File: config.mk
export PLATFORM = sky130hd
export DESIGN_NAME = voc_block_stream_parser_core
export DESIGN_NICKNAME = d
export VERILOG_FILES = /design/src/rtl/vbsp_pkg.sv /design/src/rtl/vbsp_div.sv /design/src/rtl/vbsp_dp.sv /design/src/rtl/vbsp_ctrl.sv /design/src/rtl/voc_block_stream_parser_core.sv
export SDC_FILE = /design/constraint.sdc
export NUM_CORES = 1
export LEC_CHECK = 0
export BUFFER_PORTS_ARGS = -buffer_cell sky130_fd_sc_hd__buf_2
export CAP_MARGIN = 15
export CORE_ASPECT_RATIO = 0.7
export CORE_UTILIZATION = 55
export CTS_BUF_LIST = sky130_fd_sc_hd__clkbuf_8
export DETAILED_ROUTE_END_ITERATION = 16
export GPL_ROUTABILITY_DRIVEN = 0
export HOLD_SLACK_MARGIN = 0.05
export PLACE_DENSITY = 0.77
export SLEW_MARGIN = 20
export SYNTH_ARGS = -nofsm -noshare
export SYNTH_HDL_FRONTEND = slang
export SYNTH_SLANG_ARGS = --single-unit
File: constraint.sdc
create_clock -name aclk -period 2.25 [get_ports aclk]
set_input_delay 0 -clock aclk [delete_from_list [all_inputs] [get_ports aclk]]
set_output_delay 0 -clock aclk [all_outputs]
set_load 0.05 [all_outputs]
File: src/rtl/vbsp_pkg.sv
// Package for the voice-file block stream parser.
// Holds result kind codes, the rate dividend and the control/status structs.
// No dependencies.
package vbsp_pkg;

    localparam int unsigned  RATE_W        = 20;
    localparam int unsigned  RATE_STEP_W   = 5;
    localparam int unsigned  DIVISOR_W     = 9;
    localparam int unsigned  LEN_W         = 24;
    localparam logic [RATE_W-1:0] RATE_DIVIDEND = 20'd1000000;
    localparam logic [DIVISOR_W-1:0] TC_BASE = 9'd256;

    localparam logic [1:0] KIND_SAMPLE = 2'd0;
    localparam logic [1:0] KIND_RATE   = 2'd1;
    localparam logic [1:0] KIND_END    = 2'd2;

    localparam logic [7:0] BLK_SOUND    = 8'd1;
    localparam logic [7:0] BLK_CONTINUE = 8'd2;

    // Commands from the controller to the datapath
    typedef struct packed {
        logic start_block;
        logic load_len;
        logic count_body;
        logic start_div;
        logic emit_sample;
        logic emit_end;
        logic emit_rate;
    } vbsp_cmd_t;

    // Status from the datapath to the controller
    typedef struct packed {
        logic byte_zero;
        logic len_last;
        logic len_zero;
        logic blk_sound;
        logic blk_continue;
        logic left_one;
        logic left_zero;
        logic div_done;
        logic out_busy;
    } vbsp_stat_t;

endpackage

File: src/rtl/vbsp_div.sv
// Bit-serial restoring divider: fixed dividend 1000000 over a 9-bit divisor.
// One quotient bit per cycle. Depends on vbsp_pkg.
module vbsp_div (
    input  logic                                aclk,
    input  logic                                aresetn,
    input  logic                                start,
    input  logic [vbsp_pkg::DIVISOR_W-1:0]      divisor,
    output logic                                done,
    output logic [vbsp_pkg::RATE_W-1:0]         quotient
);

    logic                                busy_reg, busy_next;
    logic                                done_reg, done_next;
    logic [vbsp_pkg::RATE_STEP_W-1:0]    idx_reg, idx_next;
    logic [vbsp_pkg::DIVISOR_W-1:0]      div_reg, div_next;
    logic [vbsp_pkg::DIVISOR_W-1:0]      rem_reg, rem_next;
    logic [vbsp_pkg::RATE_W-1:0]         quo_reg, quo_next;
    logic [vbsp_pkg::DIVISOR_W:0]        trial;
    logic [vbsp_pkg::DIVISOR_W:0]        diff;
    logic                                ge;

    // Trial subtraction for the current dividend bit
    assign trial = {rem_reg, vbsp_pkg::RATE_DIVIDEND[idx_reg]};
    assign ge    = (trial >= {1'b0, div_reg});
    assign diff  = trial - {1'b0, div_reg};

    always_comb begin
        busy_next = busy_reg;
        done_next = 1'b0;
        idx_next  = idx_reg;
        div_next  = div_reg;
        rem_next  = rem_reg;
        quo_next  = quo_reg;
        if (start) begin
            busy_next = 1'b1;
            idx_next  = vbsp_pkg::RATE_STEP_W'(vbsp_pkg::RATE_W - 1);
            div_next  = divisor;
            rem_next  = '0;
            quo_next  = '0;
        end else if (busy_reg) begin
            rem_next = ge ? diff[vbsp_pkg::DIVISOR_W-1:0] : trial[vbsp_pkg::DIVISOR_W-1:0];
            quo_next = {quo_reg[vbsp_pkg::RATE_W-2:0], ge};
            if (idx_reg == '0) begin
                busy_next = 1'b0;
                done_next = 1'b1;
            end else begin
                idx_next = idx_reg - 1'b1;
            end
        end
    end

    always_ff @(posedge aclk) begin
        if (!aresetn) begin
            busy_reg <= 1'b0;
            done_reg <= 1'b0;
        end else begin
            busy_reg <= busy_next;
            done_reg <= done_next;
        end
        idx_reg <= idx_next;
        div_reg <= div_next;
        rem_reg <= rem_next;
        quo_reg <= quo_next;
    end

    assign done     = done_reg;
    assign quotient = quo_reg;

endmodule

File: src/rtl/vbsp_dp.sv
// Datapath: block type and length registers, body counter, rate divider
// and the result register. Depends on vbsp_pkg and vbsp_div.
module vbsp_dp (
    input  logic                      aclk,
    input  logic                      aresetn,
    input  logic [7:0]                data_byte,
    input  vbsp_pkg::vbsp_cmd_t       cmd,
    output vbsp_pkg::vbsp_stat_t      stat,
    output logic                      m_valid,
    input  logic                      m_ready,
    output logic [1:0]                m_kind,
    output logic signed [15:0]        m_sample,
    output logic [vbsp_pkg::RATE_W-1:0] m_rate_hz
);

    logic [7:0]                      blk_reg, blk_next;
    logic [vbsp_pkg::LEN_W-1:0]      left_reg, left_next;
    logic [1:0]                      idx_reg, idx_next;
    logic [vbsp_pkg::LEN_W-1:0]      len_merged;
    logic                            valid_reg, valid_next;
    logic [1:0]                      kind_reg, kind_next;
    logic signed [15:0]              sample_reg, sample_next;
    logic [vbsp_pkg::RATE_W-1:0]     rate_reg, rate_next;
    logic                            div_done;
    logic [vbsp_pkg::RATE_W-1:0]     div_quo;
    logic [vbsp_pkg::DIVISOR_W-1:0]  divisor;

    // Merge the incoming length byte at its little-endian position
    always_comb begin
        unique case (idx_reg)
            2'd0:    len_merged = left_reg | {16'h0000, data_byte};
            2'd1:    len_merged = left_reg | {8'h00, data_byte, 8'h00};
            2'd2:    len_merged = left_reg | {data_byte, 16'h0000};
            default: len_merged = left_reg;
        endcase
    end

    // Block header and body count
    always_comb begin
        blk_next  = blk_reg;
        left_next = left_reg;
        idx_next  = idx_reg;
        if (cmd.start_block) begin
            blk_next  = data_byte;
            left_next = '0;
            idx_next  = '0;
        end else if (cmd.load_len) begin
            left_next = len_merged;
            idx_next  = (idx_reg == 2'd2) ? 2'd0 : idx_reg + 2'd1;
        end else if (cmd.count_body) begin
            left_next = left_reg - 1'b1;
        end
    end

    assign divisor = vbsp_pkg::TC_BASE - {1'b0, data_byte};

    vbsp_div u_div (
        .aclk     (aclk),
        .aresetn  (aresetn),
        .start    (cmd.start_div),
        .divisor  (divisor),
        .done     (div_done),
        .quotient (div_quo)
    );

    // Result register: load on emit, drop valid once the transfer completes
    always_comb begin
        valid_next  = valid_reg && !m_ready;
        kind_next   = kind_reg;
        sample_next = sample_reg;
        rate_next   = rate_reg;
        if (cmd.emit_sample) begin
            valid_next  = 1'b1;
            kind_next   = vbsp_pkg::KIND_SAMPLE;
            sample_next = {~data_byte[7], data_byte[6:0], 8'h00};
            rate_next   = '0;
        end else if (cmd.emit_end) begin
            valid_next  = 1'b1;
            kind_next   = vbsp_pkg::KIND_END;
            sample_next = '0;
            rate_next   = '0;
        end else if (cmd.emit_rate) begin
            valid_next  = 1'b1;
            kind_next   = vbsp_pkg::KIND_RATE;
            sample_next = '0;
            rate_next   = div_quo;
        end
    end

    always_ff @(posedge aclk) begin
        if (!aresetn) begin
            blk_reg   <= '0;
            left_reg  <= '0;
            idx_reg   <= '0;
            valid_reg <= 1'b0;
        end else begin
            blk_reg   <= blk_next;
            left_reg  <= left_next;
            idx_reg   <= idx_next;
            valid_reg <= valid_next;
        end
        kind_reg   <= kind_next;
        sample_reg <= sample_next;
        rate_reg   <= rate_next;
    end

    // Status back to the controller
    always_comb begin
        stat.byte_zero    = (data_byte == 8'h00);
        stat.len_last     = (idx_reg == 2'd2);
        stat.len_zero     = (len_merged == '0);
        stat.blk_sound    = (blk_reg == vbsp_pkg::BLK_SOUND);
        stat.blk_continue = (blk_reg == vbsp_pkg::BLK_CONTINUE);
        stat.left_one     = (left_reg == vbsp_pkg::LEN_W'(1));
        stat.left_zero    = (left_reg == '0);
        stat.div_done     = div_done;
        stat.out_busy     = valid_reg && !m_ready;
    end

    assign m_valid   = valid_reg;
    assign m_kind    = kind_reg;
    assign m_sample  = sample_reg;
    assign m_rate_hz = rate_reg;

endmodule

File: src/rtl/vbsp_ctrl.sv
// Controller: block parsing state machine driving the datapath.
// Depends on vbsp_pkg.
module vbsp_ctrl (
    input  logic                  aclk,
    input  logic                  aresetn,
    input  logic                  s_valid,
    output logic                  s_ready,
    input  vbsp_pkg::vbsp_stat_t  stat,
    output vbsp_pkg::vbsp_cmd_t   cmd
);

    typedef enum logic [7:0] {
        S_TYPE = 8'b0000_0001,
        S_LEN  = 8'b0000_0010,
        S_TC   = 8'b0000_0100,
        S_DIV  = 8'b0000_1000,
        S_PACK = 8'b0001_0000,
        S_DATA = 8'b0010_0000,
        S_SKIP = 8'b0100_0000,
        S_DONE = 8'b1000_0000
    } state_t;

    state_t state_reg, state_next;
    logic   accept;

    // Stall input while dividing or while the result register cannot drain
    assign s_ready = (state_reg != S_DIV) && !stat.out_busy;
    assign accept  = s_valid && s_ready;

    always_comb begin
        state_next = state_reg;
        cmd        = '0;
        unique case (state_reg)
            S_TYPE: begin
                if (accept) begin
                    if (stat.byte_zero) begin
                        cmd.emit_end = 1'b1;
                        state_next   = S_DONE;
                    end else begin
                        cmd.start_block = 1'b1;
                        state_next      = S_LEN;
                    end
                end
            end
            S_LEN: begin
                if (accept) begin
                    cmd.load_len = 1'b1;
                    if (stat.len_last) begin
                        priority if (stat.len_zero)     state_next = S_TYPE;
                        else if (stat.blk_sound)        state_next = S_TC;
                        else if (stat.blk_continue)     state_next = S_DATA;
                        else                            state_next = S_SKIP;
                    end
                end
            end
            S_TC: begin
                if (accept) begin
                    cmd.start_div  = 1'b1;
                    cmd.count_body = 1'b1;
                    state_next     = S_DIV;
                end
            end
            S_DIV: begin
                if (stat.div_done) begin
                    cmd.emit_rate = 1'b1;
                    state_next    = stat.left_zero ? S_TYPE : S_PACK;
                end
            end
            S_PACK: begin
                if (accept) begin
                    cmd.count_body = 1'b1;
                    state_next     = stat.left_one ? S_TYPE : S_DATA;
                end
            end
            S_DATA: begin
                if (accept) begin
                    cmd.emit_sample = 1'b1;
                    cmd.count_body  = 1'b1;
                    state_next      = stat.left_one ? S_TYPE : S_DATA;
                end
            end
            S_SKIP: begin
                if (accept) begin
                    cmd.count_body = 1'b1;
                    state_next     = stat.left_one ? S_TYPE : S_SKIP;
                end
            end
            S_DONE: begin
                // drop every byte after the end block
                state_next = S_DONE;
            end
            default: begin
                state_next = S_TYPE;
            end
        endcase
    end

    always_ff @(posedge aclk) begin
        if (!aresetn) begin
            state_reg <= S_TYPE;
        end else begin
            state_reg <= state_next;
        end
    end

endmodule

File: src/rtl/voc_block_stream_parser_core.sv
// Top level of the voice-file block stream parser.
// Depends on vbsp_pkg, vbsp_ctrl, vbsp_dp (which holds vbsp_div).
//
// Takes the block area of an 8-bit PCM voice file one byte per transfer and
// emits samples, sample-rate changes and an end marker. A result sits in an
// output register, so the next byte is taken in the cycle the result leaves.
// A time-constant byte of a sound block starts the bit-serial rate divider
// (one quotient bit per cycle), and s_ready stays low until the quotient is
// done and the rate result is loaded. After an end block every byte is
// accepted and dropped until reset.
module voc_block_stream_parser_core (
    input  logic                          aclk,
    input  logic                          aresetn,
    input  logic                          s_valid,
    output logic                          s_ready,
    input  logic [7:0]                    s_data_byte,
    output logic                          m_valid,
    input  logic                          m_ready,
    output logic [1:0]                    m_kind,
    output logic signed [15:0]            m_sample,
    output logic [vbsp_pkg::RATE_W-1:0]   m_rate_hz
);

    vbsp_pkg::vbsp_cmd_t  cmd;
    vbsp_pkg::vbsp_stat_t stat;

    vbsp_ctrl u_ctrl (
        .aclk    (aclk),
        .aresetn (aresetn),
        .s_valid (s_valid),
        .s_ready (s_ready),
        .stat    (stat),
        .cmd     (cmd)
    );

    vbsp_dp u_dp (
        .aclk      (aclk),
        .aresetn   (aresetn),
        .data_byte (s_data_byte),
        .cmd       (cmd),
        .stat      (stat),
        .m_valid   (m_valid),
        .m_ready   (m_ready),
        .m_kind    (m_kind),
        .m_sample  (m_sample),
        .m_rate_hz (m_rate_hz)
    );

endmodule
* After elaboration in Yosys (flattened, before gate mapping)
Memory sizes are Yosys's and may differ from the RTL's. A register that Yosys moved wholly into a read port is not among the register bits.
Index checks and enable logic that the tools add are counted.
** Storage, ports and cells
- Output and inout port bits :: 40
- Memories kept :: 1
- Bits in writable memories :: 0
- Bits in read-only memories :: 32
- Bits in latches :: 0
- Bits in registers :: 118
- Bits of input ports :: 12
- Logic and storage cells :: 120
** Memories
- (name not given) :: words 32, width 1, rd ports 1, clocked after Yosys merged registers in 1, write ports 0, RTL line vbsp_div.sv:23 : assign trial = {rem_reg, vbsp_pkg::RATE_DIVIDEND[idx_reg]};
** Operators by class
- Divide/modulo/power cells :: 0
- Eq/ne operators :: 21
- Add/subtract/negate cells :: 5
- Multipliers :: 0
- Bitwise gates (word level) :: 7
- $lt $le $gt $ge :: 2
- Muxes and demuxes :: 49
- Reduce and logical (&&, ||, !) cells :: 20
- Shifts and indexed selects :: 0
** Operator list (count)
- $mux W8 :: 9
- $pmux W24 S3 :: 1
- $pmux W8 S7 :: 1
- $logic_not A24 Y1 :: 2
- $mux W16 :: 3
- $mux W24 :: 2
- $eq A24 B1 Y1 const B :: 1
- $or A24 B16 Y24 :: 1
- $or A24 B24 Y24 :: 1
- $or A24 B8 Y24 :: 1
- $sub A24 B1 Y24 const B :: 1
- $mux W7 :: 3
- $mux W1 :: 20
- $eq A8 B1 Y1 const B :: 2
- $eq A8 B2 Y1 const B :: 2
- $mux W5 :: 3
- $ne A2 B1 Y1 const B :: 6
- $ge A10 B9 Y1 :: 1
- $mux W9 :: 1
- $sub A9 B8 Y9 const A :: 1
- $sub A9 B9 Y9 :: 1
- $eq A8 B3 Y1 const B :: 1
- $eq A8 B4 Y1 const B :: 1
- $eq A8 B5 Y1 const B :: 1
- other kinds (25) :: 38

* Depth between registers and ports, before layout
Gate-level depths: netlist of the first run.
- Depth in word-level cells :: 9
- Depth in mapped cells :: 10
- Depth with buffers taken out :: 9

* By module
From an unflattened synthesis of the first run, not the netlist that was laid out.
** Second synthesis, totals
- Cell total of the unflattened synthesis :: 651
- Area total of the unflattened synthesis :: 6132.1 um^2
** By module, submodules not included
- vbsp_dp :: area an instance 3163.0 um^2, instances 1, seq. area each 1381.3 um^2, cells an instance 330
- vbsp_div :: area an instance 2232.1 um^2, instances 1, seq. area each 1011.0 um^2, cells an instance 225
- vbsp_ctrl :: area an instance 737.0 um^2, instances 1, seq. area each 160.2 um^2, cells an instance 96

* Worst setup path after synthesis of the first run
No wires, ideal clock.
- Path kind :: register -> register
- Start point :: reg u_dp.u_div.div_reg[0] (netlist name)
- End point :: reg u_dp.u_div.rem_reg[2] (netlist name)
- Stages on the path, launching flop included :: 10
- Arrival time :: 2.158 ns
- Buffers on the path :: 1
- Path slack :: -0.040 ns
- Cell sequence :: edfxtp_1 ha_1 fa_1 nand2b_1 a21o_1 a21oi_1 a2111o_1 clkbuf_1 mux2i_1 a21oi_1
** On the way
- Longest elaborated chain between the ends :: 2
- Elaborated cells between the ends (all ways) :: 3
- Those cells by class :: add/sub: 1; order compare: 1; mux: 1
** Ends and longest elaborated chain
- start, declared :: RTL line vbsp_div.sv:15 : logic [vbsp_pkg::DIVISOR_W-1:0] div_reg, div_next;
- start signal, assigned :: RTL line vbsp_div.sv:61 : div_reg <= div_next;
- $sub A9 B9 Y9 / $ge A10 B9 Y1 (equally long branches) :: RTL line vbsp_div.sv:25, vbsp_div.sv:24
- $mux W9 (*) :: RTL line vbsp_div.sv:41 : rem_next = ge ? diff[vbsp_pkg::DIVISOR_W-1:0] : trial[vbsp_pkg::DIVISOR_W-1:0];
- end signal, assigned :: RTL line vbsp_div.sv:62 : rem_reg <= rem_next;
- end, declared :: RTL line vbsp_div.sv:16 : logic [vbsp_pkg::DIVISOR_W-1:0] rem_reg, rem_next;
Mark *: on every way between the ends. The rest lies on a longest branch, timed or not.
A chain may end at the register's enable or synchronous reset.

* Worst setup path after layout of the first run
- Start point :: in s_data_byte[2]
- End point :: reg u_dp.left_reg[1] (netlist name)
** On the way
- Longest elaborated chain between the ends :: 5
** Ends and longest elaborated chain
- start, declared :: RTL line voc_block_stream_parser_core.sv:16 : input logic [7:0] s_data_byte,
- $logic_not A8 Y1 :: RTL line vbsp_dp.sv:109 : stat.byte_zero = (data_byte == 8'h00);
- $mux W1 :: RTL line vbsp_ctrl.sv:36 : if (stat.byte_zero) begin
- $mux W1 :: RTL line vbsp_ctrl.sv:35 : if (accept) begin
- $mux W1 :: RTL line vbsp_ctrl.sv:33 : unique case (state_reg)
- $reduce_or A2 Y1 (no source line)
- end signal, assigned :: RTL line vbsp_dp.sv:98 : left_reg <= left_next;
- end, declared :: RTL line vbsp_dp.sv:17 : logic [vbsp_pkg::LEN_W-1:0] left_reg, left_next;
Every way passes these cells.

==> reports/results.txt, run 1 <==
Tmin final - 2.24 ns
TritonRoute pass-1 iters - 5
setup violators final - 0
Lkg Pwr - 3.05 nW
register area - 2550 sq um
Congestion Overflow GR - 0
ys flop type - dfxtp_1
Synth Register Bits - 119
1st-iter DRT viols - 699
worst slew pin tran - 0.522 ns
RSZ-0062 raised after global routing - true
critical path class - input port to register
Die Span Y - 91.3 um
setup slack after layout - 0.00671 ns
crit path DAT - 2.57 ns
met1 WL - 7470 um
maximum fanout along the worst path - 9
cells after synthesis - 732
Netlist Area Pre-Place - 6260 sq um
placed wire-length estimate - 11500 um
CTS Buf Count - 17
most frequent cells in the layout - dfxtp_1, a21oi_1, nand2_1
# rows - 32
pins over their slew limit - 0
clock-pin transition on the worst setup and hold timing paths - 0.07 ns
port bufs - 43
final WL - 16800 um
Post-Route Utilization - 0.682
CP Launch Type - input port
normalized max-slew margin - 0.652
Ys Warns - 0
Setup crit end kind - register
max FFs per register - 24
commonest non-fill, non-tap cell in the layout - dfxtp_1
nets - 842
Hold Path Class - input port to register
CORE AREA - 11100 sq um
Worst Path Required - 2.58 ns
initial antenna violation count - 0
largest net degree at the start of global routing - 44
maximum clock frequency - 0.446 GHz
Remaining DRCs - 0
run status - finished clean
number of fill cells - 848
vias in the first global route - 5479
Setup TNS Final - 0 ns
total track usage - 0.292
initial core utilization - 0.566
Distinct cells, synth - 80
pwr/cell area - 725 nW/um^2
CP Buf/Inv Count - 3
final hold slack - 0.160 ns
highest routed layer - met4
DIE AREA - 11800 sq um
endpoints failing hold - 0
critical path's top delay family - simple AND/OR/NAND/NOR gates
Clock Sinks - 119
Post-Place Setup Slack - -0.146 ns
H-tree depth - 4
CTS tree - done
asr flop ratio synth - 0
first-pass GRT wire length - 26700 um
Worst Skew - 0.00948 ns
I/O pins - 52
met2 WL - 7520 um
vias - 5968
max cap viols - 0
sequential share of the synthesized area - 0.408
post-DR vias/cell - 6.08
share of cells above drive strength 1 - 0.205
Crit path largest cell delay - 0.58 ns
CTS Buffer Depth - 2
clock latency on the worst-skew pair - 0.43 ns
area grow syn2layout - 20.4%
Max IR drop VDD - 0.445 mV
crit path max-delay cell type - or4_4
cell chain of the critical path - dlygate4sd3_1 > buf_2 > or4_4 > nor4b_4 > nor4b_2 > nand2b_1 > buf_4 > a311oi_1
synthesized area per cell - 8.55 sq um
DR WL met3 - 1470 um
Inserted Diodes - 0
area of the multi-input gates - 3470 sq um
Final Cycle Share - 0.997
Die W - 130 um
post-route ant nets - 0
average wire per standard cell - 17.1 um
CTS root buf - clkbuf_8
number of synthesized flops with an enable pin - 17
[cells by family after synthesis]
logic type	Yosys count	share of synthesized area
and+or+nand+nor	283	0.241
AOI/OAI and AO/OA	186	0.184
DFF	119	0.408
buffers and inverters	77	0.0574
muxes	32	0.0514
xor gates and xnor gates	19	0.0266
adders and majority gates	15	0.0312
other	1	0.000599
[area by class of cell]
| cell class | count | share of cell area |
|---|---|---|
| clock inverters | 15 | 0.0201 |
| multi-input cells | 543 | 0.460 |
| clock buffers | 17 | 0.0311 |
| well taps | 153 | 0.0254 |
| flip-flops and latches | 119 | 0.339 |
| inverters | 21 | 0.0105 |
| repair buffers | 113 | 0.114 |
[worst paths after layout]
path	startpoint	to	slack, ns	depth (start not counted)
max reg2reg	u_dp.u_div.div_reg[0]	u_dp.u_div.rem_reg[2]	0.08	9
min	s_valid	u_ctrl.state_reg[0]	0.16	5
max	s_data_byte[2]	u_dp.left_reg[1]	0.007	8
min reg2reg	u_dp.m_rate_hz[2]	u_dp.m_rate_hz[2]	0.45	2
[timing repair]
item                       in CTS  in global routing
pin swaps                       1                  7
hold endpoints to repair       25                  0
resized for setup               3                 16
setup buffers                   1                  1
setup endpoints to repair      10                 50
hold buffers                   10                  0
[cell usage after synthesis, types with 7 or more instances]
master / count / area share
dfxtp_1: 102 / 0.33
a21oi_1: 86 / 0.069
nand2_1: 83 / 0.050
nor2_1: 65 / 0.039
clkbuf_1: 34 / 0.020
mux2i_1: 31 / 0.050
o21ai_0: 30 / 0.024
inv_1: 20 / 0.012
nand3_1: 19 / 0.015
edfxtp_1: 17 / 0.082
nor3_1: 17 / 0.014
nor2b_1: 16 / 0.016
ha_1: 14 / 0.028
xnor2_1: 12 / 0.017
nand4_1: 11 / 0.011
and2_1: 8 / 0.0080
buf_2: 8 / 0.0064
buf_4: 8 / 0.0096
o31ai_1: 8 / 0.0096
or4_1: 8 / 0.0096
or3_1: 7 / 0.0070
xor2_1: 7 / 0.0098
[per-stage QoR]
stage / power [mW] / std cells / area (sq um)
2_1_floorplan: 3.20 / 739 / 6290
3_3_place_gp: 3.44 / 937 / 6930
3_5_place_dp: 3.49 / 937 / 6930
4_1_cts: 5.42 / 980 / 7460
5_1_grt: 5.68 / 981 / 7530
6_report: 5.46 / 981 / 7530
[tightest hold or removal path, cell delays in order]
cell and delay, ns:
buf_2 0.16, o211ai_2 0.15, nand2_1 0.07, o311a_1 0.12, o21ai_1 0.05
[power by group]
part	internal, mW	switching [mW]	total [mW]
clock	0.986	0.925	1.91
combinational	0.489	0.713	1.20
sequential	2.25	0.0910	2.34
[routing by layer]
metal  up-vias  global-route usage
met4         0              0.0950
met3        37              0.0731
met5         -                   0
met2       314               0.460
li1       2795                   -
met1      2822               0.389
Power figures use the tool's default switching activity.
==> run 2: changes to the inputs <==
--- a/config.mk
+++ b/config.mk
@@ -17,4 +17,5 @@
 export SLEW_MARGIN = 20
 export SYNTH_ARGS = -nofsm -noshare
 export SYNTH_HDL_FRONTEND = slang
+export SYNTH_HIERARCHICAL = 1
 export SYNTH_SLANG_ARGS = --single-unit
==> run 2 against run 1 <==
Against the previous run: the flow now finishes with violations (setup timing); sequential share of layout area fell by 1.8 points; clock skew rose by 0.0019 ns; largest cell class unchanged; hold slack got worse by 0.061 ns; core utilization rose by 7.3 points; critical endpoint is now u_dp/left_reg[13]; first-iteration DRC count rose by 7.9%; cell area rose by 6.0%; cell count fell by 3.9%.
==> reports/results.txt, run 2 <==
Die W - 128 um (was 130 um)
Distinct cells, synth - 67 (was 80)
pwr/cell area - 1000 nW/um^2 (was 725 nW/um^2)
clock latency on the worst-skew pair - 0.45 ns (was 0.43 ns)
CP Buf/Inv Count - 1 (was 3)
number of synthesized flops with an enable pin - 17 (unchanged)
TritonRoute pass-1 iters - 6 (was 5)
critical path's top delay family - simple AND/OR/NAND/NOR gates (unchanged)
total power - 8.00 mW (was 5.46 mW)
most common cell in the netlist - dfxtp_1 (unchanged)
met2 usage - 0.445 (was 0.460)
top-area cell type share of the netlist area - 0.333 (was 0.326)
cell chain of the critical path - or3_4 > o41ai_4 > nor2_2 > or4b_4 > nor4_4 > buf_4 > a221oi_1 > a311oi_1 (was dlygate4sd3_1 > buf_2 > or4_4 > nor4b_4 > nor4b_2 > nand2b_1 > buf_4 > a311oi_1)
met1 usage - 0.364 (was 0.389)
CTS tree - done (unchanged)
Ys Warns - 6 (was 0)
CTS root buf - clkbuf_8 (unchanged)
worst slew pin tran - 0.555 ns (was 0.522 ns)
Die Span Y - 90.3 um (was 91.3 um)
commonest non-fill, non-tap cell in the layout - dfxtp_1 (unchanged)
Clock Sinks - 119 (unchanged)
Lkg Pwr - 3.22 nW (was 3.05 nW)
Post-Place Setup Slack - -0.344 ns (was -0.146 ns)
Hold Path Class - input port to register (unchanged)
total track usage - 0.283 (was 0.292)
initial antenna violation count - 0 (unchanged)
run status - finished, violations left (was finished clean)
failing checks - setup timing
CORE AREA - 10600 sq um (was 11100 sq um)
Setup crit end kind - register (unchanged)
Tmin final - 2.64 ns (was 2.24 ns)
Worst Path Required - 2.61 ns (was 2.58 ns)
setup violators final - 70 (was 0)
CP Launch Type - register (was input port)
area grow syn2layout - 30.2% (was 20.4%)
critical path class - register to register (was input port to register)
nets - 810 (was 842)
Max IR drop VDD - 0.884 mV (was 0.445 mV)
Placed Cells - 875 (was 937)
final WL - 18500 um (was 16800 um)
number of fill cells - 676 (was 848)
# rows - 31 (was 32)
first-pass GRT wire length - 25800 um (was 26700 um)
crit path max-delay cell type - or4b_4 (was or4_4)
RSZ-0062 raised after global routing - true (unchanged)
Post-Layout Cell Count - 943 (was 981)
met3 Track Usage GR - 0.0729 (was 0.0731)
Inserted Diodes - 0 (unchanged)
DP Area - 6880 sq um (was 6930 sq um)
maximum clock frequency - 0.379 GHz (was 0.446 GHz)
synthesized area per cell - 9.42 sq um (was 8.55 sq um)
CTS Buf Count - 17 (unchanged)
commonest cells in the netlist - dfxtp_1, nor2_1, mux2i_1 (was dfxtp_1, a21oi_1, nand2_1)
port bufs - 43 (unchanged)
vias in the first global route - 5248 (was 5479)
H-tree depth - 4 (unchanged)
I/O pins - 52 (unchanged)
clock-pin transition on the worst setup and hold timing paths - 0.08 ns (was 0.07 ns)
largest net degree at the start of global routing - 40 (was 44)
sequential share of the synthesized area - 0.416 (was 0.408)
vias - 5821 (was 5968)
cells after synthesis - 651 (was 732)
max cap viols - 0 (unchanged)
max FFs per register - 24 (unchanged)
asr flop ratio synth - 0 (unchanged)
normalized max-slew margin - 0.627 (was 0.652)
Synth area leader - dfxtp_1 (unchanged)
CTS Buffer Depth - 2 (unchanged)
placed wire-length estimate - 10800 um (was 11500 um)
share of cells above drive strength 1 - 0.341 (was 0.205)
GRT Max-Usage Layer - met2 (unchanged)
post-route cell area - 7990 sq um (was 7530 sq um)
endpoints failing hold - 0 (unchanged)
Congestion Overflow GR - 0 (unchanged)
initial core utilization - 0.579 (was 0.566)
ranking of synthesized cells by area - dfxtp_1, mux2i_1, edfxtp_1, nor2_1, ha_1 (was dfxtp_1, edfxtp_1, a21oi_1, nand2_1, mux2i_1)
Worst Skew - 0.0114 ns (was 0.00948 ns)
crit path DAT - 3.00 ns (was 2.57 ns)
most frequent cells in the layout - dfxtp_1, buf_4, nor2_1 (was dfxtp_1, a21oi_1, nand2_1)
Setup TNS Final - -11.21 ns (was 0 ns)
Netlist Area Pre-Place - 6130 sq um (was 6260 sq um)
DIE AREA - 11600 sq um (was 11800 sq um)
post-DR vias/cell - 6.17 (was 6.08)
maximum fanout along the worst path - 4 (was 9)
average wire per standard cell - 19.6 um (was 17.1 um)
ys flop type - dfxtp_1 (unchanged)
Remaining DRCs - 0 (unchanged)
post-route ant nets - 0 (unchanged)
Synth Register Bits - 119 (unchanged)
Crit path largest cell delay - 0.54 ns (was 0.58 ns)
pins over their slew limit - 0 (unchanged)
1st-iter DRT viols - 754 (was 699)
Final Cycle Share - 1.17 (was 0.997)
setup slack after layout - -0.387 ns (was 0.00671 ns)
==> run 2: cell count changes after synthesis, sizes merged, moves of 14 or more <==
| cell | before | now |
|---|---|---|
| a21oi | 86 | 23 |
| mux2i | 31 | 53 |
| nand2 | 83 | 22 |
| nand3 | 19 | 5 |
| nor2 | 66 | 88 |
| o21ai | 36 | 19 |
==> run 2: area by class of cell <==
type,instances,area [sq um],share of cell area
clock buffers,17,234,0.0293
clock inverters,15,168,0.0210
inverters,31,119,0.0149
multi-input cells,461,3550,0.445
flip-flops and latches,119,2560,0.321
well taps,148,185,0.0232
repair buffers,152,1170,0.146
==> run 2: per-layer routing <==
metal  routed length (um)  part of all wire  vias up
li1                     -                 -     2614
met1                 7470              0.40     2770
met2                 8560              0.46      349
met3                 1680             0.091       88
met4                  757             0.041        0
met5                    0                 0        -
==> run 2: what timing repair did <==
item,in CTS,in global routing
hold endpoints to repair,21,0
gates resized for setup,31,68
setup endpoints to repair,62,76
gates cloned,0,5
buffers inserted,8,16
pin swaps,15,40
hold buffers,9,0
==> run 2: worst paths after layout <==
| path | from | slack (ns) | end | cells past startpoint |
|---|---|---|---|---|
| setup / recovery | u_ctrl/state_reg[0] | -0.39 | u_dp/left_reg[13] | 8 |
| hold reg to reg | u_dp/m_kind[0] | 0.47 | u_dp/m_kind[0] | 2 |
| setup reg to reg | u_ctrl/state_reg[0] | -0.39 | u_dp/left_reg[13] | 8 |
| hold / removal | s_data_byte[3] | 0.1 | u_dp/u_div/div_reg[3] | 3 |
==> run 2: per-stage QoR <==
| step | hold WS [ns] | util |
|---|---|---|
| after CTS | 0.0698 | 0.714 |
| after global routing | 0.100 | 0.754 |
| after floorplan | 0.0989 | - |
| final | 0.0988 | 0.754 |
| after global placement | 0.371 | 0.649 |
| after detailed placement | 0.379 | 0.649 |
==> run 2: cell families after synthesis <==
group,after synthesis,synth area share
and+or+nand+nor,230,0.203
AOI/OAI and AO/OA,128,0.157
DFF,119,0.416
buffers and inverters,81,0.0696
muxes,54,0.0883
xor gates and xnor gates,22,0.0314
adders and majority gates,16,0.0339
other,1,0.000612
==> run 2: power breakdown <==
group / switching (mW) / internal [mW]
registers: 0.213 / 2.49
logic: 2.08 / 1.22
clock network: 0.992 / 1.01
total: 3.28 / 4.72
==> run 2: worst register-to-register path, cell delays in order (launching register included) <==
cell	delay [ns]
dfxtp_2	0.33
or3_4	0.40
o41ai_4	0.38
nor2_2	0.08
or4b_4	0.54
nor4_4	0.35
buf_4	0.19
a221oi_1	0.08
a311oi_1	0.20
